[src/rtl/vfc_pkg.sv]
// Package for the VAX float format converter: payload structs, request and status codes.
// No dependencies.
`default_nettype none
package vfc_pkg;
    localparam logic [2:0] REQ_UNPACK_F = 3'd0;
    localparam logic [2:0] REQ_UNPACK_D = 3'd1;
    localparam logic [2:0] REQ_PACK_F   = 3'd2;
    localparam logic [2:0] REQ_PACK_D   = 3'd3;
    localparam logic [2:0] REQ_SHORT    = 3'd4;

    localparam logic [1:0] ST_OK  = 2'd0;
    localparam logic [1:0] ST_RSV = 2'd1;
    localparam logic [1:0] ST_OVF = 2'd2;
    localparam logic [1:0] ST_UNF = 2'd3;

    // Largest double magnitude that is not above 8.0e37 (magnitude bits).
    localparam logic [62:0] MAG_LIMIT = 63'h47CE_17B8_4357_691B;

    typedef struct packed {
        logic [2:0]  req_type;
        logic [31:0] vax_lo;
        logic [31:0] vax_hi;
        logic [63:0] ieee_value;
        logic [5:0]  short_literal;
    } t_in;

    typedef struct packed {
        logic [63:0] ieee_result;
        logic [31:0] vax_out_lo;
        logic [31:0] vax_out_hi;
        logic [1:0]  status;
    } t_out;
endpackage
`default_nettype wire

[src/rtl/vfc_core.sv]
// Combinational conversion for one word: unpack, pack and short-literal expansion.
// Depends on vfc_pkg.
`default_nettype none
module vfc_core (
    input  var vfc_pkg::t_in  i_word,
    output var vfc_pkg::t_out o_word
);
    logic        u_sign;
    logic [7:0]  u_ex;
    logic [10:0] u_e;
    logic [55:0] u_sig;
    logic [53:0] u_q;
    logic        u_up;
    logic [63:0] u_f, u_d;

    logic        p_sign;
    logic [10:0] p_be;
    logic [51:0] p_m;
    logic [62:0] p_mag;
    logic [11:0] p_vexp;
    logic [24:0] p_raw;
    logic [8:0]  p_fexp;
    logic [22:0] p_ffrac;
    logic [1:0]  p_st;
    logic [31:0] p_flo, p_dlo, p_dhi;
    logic        p_ovf_f;

    always_comb begin
        u_sign = i_word.vax_lo[15];
        u_ex   = i_word.vax_lo[14:7];
        u_e    = {3'b000, u_ex} + 11'd894;
        u_f    = {u_sign, u_e, i_word.vax_lo[6:0], i_word.vax_lo[31:16], 29'd0};
        u_sig  = {1'b1, i_word.vax_lo[6:0], i_word.vax_lo[31:16], i_word.vax_hi};
        // Round to nearest even on the three dropped bits.
        u_up   = u_sig[2] & (u_sig[1] | u_sig[0] | u_sig[3]);
        u_q    = {1'b0, u_sig[55:3]} + {53'd0, u_up};
        if (u_q[53]) begin
            u_d = {u_sign, u_e + 11'd1, u_q[52:1]};
        end else begin
            u_d = {u_sign, u_e, u_q[51:0]};
        end

        p_sign = i_word.ieee_value[63];
        p_be   = i_word.ieee_value[62:52];
        p_m    = i_word.ieee_value[51:0];
        p_mag  = i_word.ieee_value[62:0];
        p_vexp = {1'b0, p_be} - 12'd894;
        // Half-up rounding to 24 significant bits.
        p_raw  = {1'b0, 1'b1, p_m[51:29]} + {24'd0, p_m[28]};
        if (p_raw[24]) begin
            p_fexp  = {1'b0, p_vexp[7:0]} + 9'd1;
            p_ffrac = p_raw[23:1];
        end else begin
            p_fexp  = {1'b0, p_vexp[7:0]};
            p_ffrac = p_raw[22:0];
        end
        p_ovf_f = p_fexp[8];
        p_flo = {p_ffrac[15:0], p_sign, p_fexp[7:0], p_ffrac[22:16]};
        p_dlo = {p_m[44:29], p_sign, p_vexp[7:0], p_m[51:45]};
        p_dhi = {p_m[28:0], 3'b000};
        if (p_be == 11'h7FF || p_mag > vfc_pkg::MAG_LIMIT) begin
            p_st = vfc_pkg::ST_OVF;
        end else if (p_mag == 63'd0) begin
            p_st = vfc_pkg::ST_OK;
        end else if (p_be <= 11'd894) begin
            p_st = vfc_pkg::ST_UNF;
        end else begin
            p_st = vfc_pkg::ST_OK;
        end

        o_word = '0;
        case (i_word.req_type)
            vfc_pkg::REQ_UNPACK_F, vfc_pkg::REQ_UNPACK_D: begin
                if (u_ex == 8'd0) begin
                    o_word.status = u_sign ? vfc_pkg::ST_RSV : vfc_pkg::ST_OK;
                end else begin
                    o_word.ieee_result =
                        (i_word.req_type == vfc_pkg::REQ_UNPACK_D) ? u_d : u_f;
                end
            end
            vfc_pkg::REQ_PACK_F: begin
                if (p_st == vfc_pkg::ST_OK && p_mag != 63'd0 && p_ovf_f) begin
                    o_word.status = vfc_pkg::ST_OVF;
                end else begin
                    o_word.status = p_st;
                    if (p_st == vfc_pkg::ST_OK && p_mag != 63'd0) begin
                        o_word.vax_out_lo = p_flo;
                    end
                end
            end
            vfc_pkg::REQ_PACK_D: begin
                o_word.status = p_st;
                if (p_st == vfc_pkg::ST_OK && p_mag != 63'd0) begin
                    o_word.vax_out_lo = p_dlo;
                    o_word.vax_out_hi = p_dhi;
                end
            end
            vfc_pkg::REQ_SHORT: begin
                o_word.vax_out_lo = {16'd0, 1'b0, 5'd16, i_word.short_literal[5:3],
                                     i_word.short_literal[2:0], 4'd0};
            end
            default: begin
                o_word = '0;
            end
        endcase
    end
endmodule
`default_nettype wire

[src/rtl/vax_float_format_converter_top.sv]
// Top level of the VAX float format converter: combinational conversion, result register.
// Depends on vfc_pkg and vfc_core.
// Output: an accepted word is held in the result register and offered at the output.
// Throughput: one word per cycle while the output is not stalled; the conversion is at most one rounding add per path.
// Reset: synchronous, active low; it clears the valid flag, payloads are not reset.
`default_nettype none
module vax_float_format_converter_top (
    input  var logic          i_clk,
    input  var logic          i_rst_n,
    input  var logic          i_valid,
    output var logic          o_ready,
    input  var vfc_pkg::t_in  i_data,
    output var logic          o_valid,
    input  var logic          i_ready,
    output var vfc_pkg::t_out o_data
);
    // The input word is converted combinationally and captured in the result
    // register. The register takes a new word whenever it is empty or its
    // current word leaves in the same cycle, so full rate holds under no stall.
    vfc_pkg::t_out w_conv;
    vfc_pkg::t_out r_data, n_data;
    logic          r_valid, n_valid;

    vfc_core u_core (
        .i_word (i_data),
        .o_word (w_conv)
    );

    assign o_ready = !r_valid || i_ready;

    always_comb begin
        n_valid = r_valid;
        n_data  = r_data;
        if (o_ready) begin
            n_valid = i_valid;
            n_data  = w_conv;
        end
    end

    always_ff @(posedge i_clk) begin
        if (!i_rst_n) begin
            r_valid <= 1'b0;
        end else begin
            r_valid <= n_valid;
        end
        r_data <= n_data;
    end

    assign o_valid = r_valid;
    assign o_data  = r_data;

    a_hold: assert property (@(posedge i_clk) disable iff (!i_rst_n)
        o_valid && !i_ready |=> o_valid && $stable(o_data))
        else $error("result word changed while stalled");
    a_load: assert property (@(posedge i_clk) disable iff (!i_rst_n)
        i_valid && o_ready |=> o_valid)
        else $error("accepted word lost");
    a_unpack_zero: assert property (@(posedge i_clk) disable iff (!i_rst_n)
        o_valid && o_data.status != vfc_pkg::ST_OK |-> o_data.ieee_result == 64'd0)
        else $error("nonzero result with bad status");
endmodule
`default_nettype wire
[config.mk]
export PLATFORM = sky130hd
export DESIGN_NAME = vax_float_format_converter_top
export DESIGN_NICKNAME = d
export VERILOG_FILES = /design/src/rtl/vfc_pkg.sv /design/src/rtl/vfc_core.sv /design/src/rtl/vax_float_format_converter_top.sv
export SDC_FILE = /design/constraint.sdc
export NUM_CORES = 1
export LEC_CHECK = 0
export ABC_CLOCK_PERIOD_IN_PS = 5000
export BUFFER_PORTS_ARGS = -buffer_cell sky130_fd_sc_hd__buf_4
export CAP_MARGIN = 5
export CORE_MARGIN = 5
export CORE_UTILIZATION = 50
export DETAILED_ROUTE_END_ITERATION = 8
export PLACE_DENSITY = 0.79
export SLEW_MARGIN = 15
export SYNTH_ARGS = -nofsm -noshare
export SYNTH_HDL_FRONTEND = slang
export SYNTH_SLANG_ARGS = --single-unit
[constraint.sdc]
create_clock -name i_clk -period 5 [get_ports i_clk]
set_clock_uncertainty 0.2 [all_clocks]
set_input_delay 0.25 -clock i_clk [delete_from_list [all_inputs] [get_ports i_clk]]
set_output_delay 0.25 -clock i_clk [all_outputs]
set_load 0.02 [all_outputs]
Word level (Yosys, flattened, before mapping)
Index checks and enable logic that the tools add are counted.
{"block": "word_totals", "ff_bits": 131, "inputBits": 141, "wordCells": 54}
{"block": "classes", "addsub": 6, "order_cmp": 2, "eq_ne": 5, "mux": 15, "bitwise_logic": 5, "reduce_logical": 14}
{"op": "two-way mux 63 bit", "n": 2}
{"op": "one-hot mux 32 bit (3 select lines)", "n": 1}
{"op": "two-way mux 32 bit", "n": 2}
{"op": "two-way mux 64 bit", "n": 1}
{"op": "> comparator 63 bit, second input constant", "n": 1}
{"op": "logical NOT 63 bit", "n": 1}
{"op": "nonzero test 63 bit", "n": 1}
{"op": "adder 53 x 1 -> 54 bit", "n": 1}
{"op": "adder 24 x 1 -> 25 bit", "n": 1}
{"op": "two-way mux 23 bit", "n": 1}
{"op": "adder 11 x 1 -> 11 bit, second input constant", "n": 1}
{"op": "adder 8 x 10 -> 11 bit, second input constant", "n": 1}
{"op": "== test 11 bit, second input constant", "n": 1}
{"op": "less-or-equal comparator 11 x 10 -> 1 bit, second input constant", "n": 1}
{"op": "two-way mux 2 bit", "n": 5}
{"op": "adder 8 x 1 -> 9 bit, second input constant", "n": 1}
{"op": "two-way mux 9 bit", "n": 1}
{"op": "logical NOT 8 bit", "n": 1}
{"op": "subtractor 8 x 7 -> 8 bit, second input constant", "n": 1}
{"op": "== test 3 x 2 -> 1 bit, second input constant", "n": 2}
{"op": "one-hot mux 2 bit (3 select lines)", "n": 1}
{"op": "OR reduction 2 bit", "n": 2}
{"op": "== test 3 x 1 -> 1 bit, second input constant", "n": 1}
{"op": "== test 3 bit, second input constant", "n": 1}
{"op": "other kinds (11)", "n": 15}

Depth between registers and ports, before layout
{"block": "depth", "word_depth": 9, "ltp_mapped": 11}

By module
Synthesis repeated with hierarchy kept, for this count alone.
{"block": "unflattened", "hier_cells": 824, "hier_area_um2": 8021.4}
{"module": "vfc_core", "instances": 1, "cells_each": 690, "area_per_inst_um2": 4068.9}
{"module": "vax_float_format_converter_top", "instances": 1, "cells_each": 134, "area_per_inst_um2": 3952.5}

Worst setup path before layout
Ideal clock, no wire load.
{"block": "synth_timing", "kind": "input port to flip-flop", "from": "input i_ready", "to": "register r_valid (netlist: o_valid)", "setup_time_ps": 308, "arrival_ps": 3828, "required_ps": 4492, "path_slack_ps": 664, "cell_stages": 2, "path_buffers": 0, "path_cell_list": "nand2b_1 > a21boi_0"}
{"block": "synth_via", "elab_chain_len": 1}
{"element": "from (decl)", "line_no": "vax_float_format_converter_top.sv:14", "source": "input var logic i_ready,"}
{"element": "logical OR 1 bit", "line_no": "vax_float_format_converter_top.sv:29", "source": "assign o_ready = !r_valid || i_ready;"}
{"element": "to (signal assigned)", "line_no": "vax_float_format_converter_top.sv:44", "source": "r_valid <= n_valid;"}
{"element": "to (decl)", "line_no": "vax_float_format_converter_top.sv:22", "source": "logic r_valid, n_valid;"}
Every way passes these cells.
A chain may end at the register's enable or synchronous reset.

Final worst setup path
{"block": "layout_timing", "from": "input i_data[79] (netlist name)", "to": "register r_data, in the netlist o_data[115], data pin"}
{"block": "layout_via", "elab_chain_len": 3}
{"element": "from (decl)", "line_no": "vax_float_format_converter_top.sv:12", "source": "input var vfc_pkg::t_in i_data,"}
{"element": "adder 53 x 1 -> 54 bit", "line_no": "vfc_core.sv:36", "source": "u_q = {1'b0, u_sig[55:3]} + {53'd0, u_up};"}
{"element": "two-way mux 63 bit", "line_no": "vfc_core.sv:37", "source": "if (u_q[53]) begin"}
{"element": "two-way mux 63 bit", "line_no": "vfc_core.sv:78", "source": "(i_word.req_type == vfc_pkg::REQ_UNPACK_D) ? u_d : u_f;"}
{"element": "to (signal assigned)", "line_no": "vax_float_format_converter_top.sv:46", "source": "r_data <= n_data;"}
{"element": "to (decl)", "line_no": "vax_float_format_converter_top.sv:21", "source": "vfc_pkg::t_out r_data, n_data;"}
Every way passes these cells.

==> flow_summary_export.csv <==
group,metric,value,unit
global_route,grt_overflow,0,
place,placed_cell_area,10300,sq um
timing,finalSetupViolCount,0,
critical_path,criticalPathCategory,"input port to register",
flow_run,drv_cap,0,
clock_network,cts_tree,"done",
outcome,status,"finished clean",
yosys,avgSynthCellArea,9.53,sq um
global_route,grt.total_usage,0.298,
critical_path,cpPeakStageDelay,0.76,ns
drt,drc_errors,0,
clock_network,clk_latency,0.42,ns
global_route,grt_max_degree,61,
drt,dr_wl_met3,3290,um
global_route,antenna_found_initial,0,
yosys,synthMuxAreaShare,0.00261,
layout,layout.nets,1319,
critical_path,setup.worst_path.end_class,"register",
global_route,grt_pass1_vias,8126,
clock_network,clk_path_buf_depth,2,
critical_path,worstReg2RegStart,"o_valid$_SDFFE_PN0P_",
floorplan,core-area,15900,sq um
yosys,syn_area,8150,sq um
timing,relSlewSlack,0.347,
timing,fin_crit,3.48,ns
layout,multi_input_area,4070,sq um
place,hpwl,20700,um
drt,wl_met2,13500,um
yosys,ys_async_sr_fraction,0,
critical_path,r2r_end,"o_data[30]$_SDFFCE_PN0P_",
clock_network,clk_pin_slew,0.06,ns
drt,first_iter_violations,911,
yosys,yosysWarnings,0,
drt,routed.top_layer,"met4",
floorplan,initial_core_util,0.511,
floorplan,die_w,138,um
yosys,ys.flop_type,"edfxtp_1",
yosys,synth_xor_xnor_area_share,0.0494,
min_path,worstHoldPathCells,3,
timing,max_freq,0.287,GHz
layout,fill_cells,1212,
min_path,holdPathEnd,"o_data[103]$_SDFFCE_PP0P_",
critical_path,path_max_fanout,9,
place,place.gp.congestion,0.952,
clock_network,cts_max_level,4,
critical_path,crit_path_start_kind,"input port",
critical_path,r2r_cells,2,
floorplan,dieArea,19000,sq um
timing,finalHoldViolCount,0,
yosys,synthTopCellsByArea,"edfxtp_1, and3_1, nor2_1",
yosys,synth_cell_types,69,
drt,vias_per_cell,6.09,
drt,ant_nets,0,
power,leakagePower,0.00474,uW
min_path,hp-class,"input port to register",
critical_path,crit_slowest_cell,"nor3_1",
critical_path,crit_required,5.07,ns
power,powerDensity,270,nW/um^2
global_route,grt_pass1_wl,43600,um
clock_network,cts_setup_buffers,0,
critical_path,path_cells,"dlygate4sd3_1 > buf_4 > nand4_1 > nor4_4 > nand3_1 > nor3_1 > nand2_1 > a21oi_1",
yosys,yosysTopAreaCell,"edfxtp_1",
timing,period_share,0.697,
layout,register_area,3830,sq um
floorplan,ioPinCount,273,
clock_network,ctsHoldBuffers,54,
clock_network,clock-root-buffer,"clkbuf_16",
min_path,hp-start,"i_data[126]",
yosys,synth-edff-count,127,
clock_network,cts_resized,0,
floorplan,die_y,138,um
yosys,yosys.area_share.simple,0.282,
power,ir_worst_vdd,0.222,mV
drt,wl_per_cell,20.6,um
drt,dr.pass1.iters,8,
place,port_buffers,269,
critical_path,cp.arrival,3.55,ns
yosys,ys_seq_elements,128,
yosys,yosysSeqAreaShare,0.470,
timing,tightest_slew,0.972,ns
drt,routed_wl,28700,um
critical_path,reg2reg_slack,2.93,ns
layout,area_delta_synth_final,40.7,%
yosys,synth_top_family_by_area,"simple AND/OR/NAND/NOR gates",
clock_network,cts_buffers,17,
drt,vias,8498,
timing,tns,0,ns
drt,wl_met1,10800,um
yosys,synth_top_area_share,0.468,
yosys,yosys.area_share.adder,0.0200,
layout,post-route-cell-area,11500,sq um
timing,slew_viol_final,0,
floorplan,rows,46,
layout,layout-drive-gt1-share,0.287,
yosys,synthCells,855,
timing,rsz0062_at_grt,"false",
clock_network,clkSinkCount,128,
yosys,synth_compound_area_frac,0.143,
==> cells in the mapped netlist, drive strengths merged (3+ instances only) <==
library cell  instances
nor4                 22
o41ai                 3
xor2                 23
inv                  16
a31oi                17
a32o                  3
nor3                 33
or3                   8
and2                 19
nand4                32
o31ai                 4
a22o                  3
nor4b                 3
nand2                70
or4                  13
buf                  12
or2                   6
a21oi                68
nand2b                4
and3                 51
o21ai                56
xnor2                23
ha                   13
nand4b                3
nor2                 80
nor2b                 3
a211oi                5
a21o                  6
and4                 13
clkbuf               32
nor3b                 7
edfxtp              127
nand3                45
==> placed cells by master (no fill, tap or decap), types with 4 or more instances in the layout <==
cell           count
nor3b_1            7
or4_1             12
o31ai_1            4
edfxtp_1         127
o21ai_0           56
nand2_1           70
clkbuf_16         17
inv_1             16
buf_4            279
a21oi_1           57
nor2_1            79
nor3_1            32
and3_1            51
xnor2_1           23
a31oi_1           17
a21o_1             6
nand4_1           32
nor4_1            18
and4_1            13
a21oi_2           11
and2_1            18
or3_1              8
dlygate4sd3_1     54
nand3_1           45
xor2_1            23
ha_1              13
or2_2              5
==> where the power goes <==
part	internal, uW	switching (uW)
clock	784	485
combinational	240	314
sequential	1250	23.4
==> cell type report <==
cell class / count / area share
Tap cell: 216 / 0.0236
Multi-Input combinational cell: 669 / 0.355
Clock inverter: 13 / 0.0140
Timing Repair Buffer: 333 / 0.230
Clock buffer: 19 / 0.0378
Antenna cell: 1 / 0.000218
Sequential cell: 128 / 0.334
Inverter: 16 / 0.00524
==> through the flow <==
| step | power (uW) | hold WS [ns] | setup slack (ns) | instances | util |
|---|---|---|---|---|---|
| floorplan | 1530 | 0.189 | 0.664 | 857 | - |
| global placement | 1790 | 0.308 | 1.76 | 1308 | 0.648 |
| detailed placement | 1800 | 0.318 | 1.73 | 1308 | 0.648 |
| CTS | 3090 | 0.00744 | 1.76 | 1394 | 0.719 |
| global route | 3200 | 0.00469 | 1.40 | 1394 | 0.719 |
| finish | 3090 | 0.0152 | 1.52 | 1395 | 0.719 |
==> worst max-delay path, delay by kind of cell <==
kind / cells / cell delay [ns]
simple gates: 5 / 2.39
buf+inv: 2 / 0.68
compound gates: 1 / 0.23
==> layer usage <==
layer	vias to the layer above	global-route usage
met5	-	0
met4	0	0.139
met3	79	0.0632
met2	597	0.482
met1	3939	0.382
li1	3883	-
==> sequential cells by signal (all words and copies together) (netlist names) <==
register / count
o_data: 127
o_valid: 1
==> worst max path at each step <==
| stage | start | to | cells after the start |
|---|---|---|---|
| 4_1_cts | i_data[79] | o_data[92]$_SDFFCE_PP0P_ | 8 |
| 3_3_place_gp | i_data[72] | o_data[102]$_SDFFCE_PP0P_ | 10 |
| 6_report | i_data[79] | o_data[115]$_SDFFCE_PP0P_ | 8 |
| 2_1_floorplan | i_ready | o_valid$_SDFFE_PN0P_ | 2 |
| 3_5_place_dp | i_data[72] | o_data[102]$_SDFFCE_PP0P_ | 10 |
| 5_1_grt | i_data[79] | o_data[99]$_SDFFCE_PP0P_ | 8 |
==> logic make-up (layout without fill, tap and decap cells) <==
| family | count (synthesis) | count (layout) |
|---|---|---|
| buffers and inverters | 60 | 381 |
| and+or+nand+nor | 418 | 418 |
| adders and majority gates | 13 | 13 |
| AOI/OAI and AO/OA | 187 | 187 |
| muxes | 2 | 2 |
| xor gates and xnor gates | 46 | 46 |
| other | 1 | 4 |
| DFF | 128 | 128 |
(Power assumes the default switching activity.)
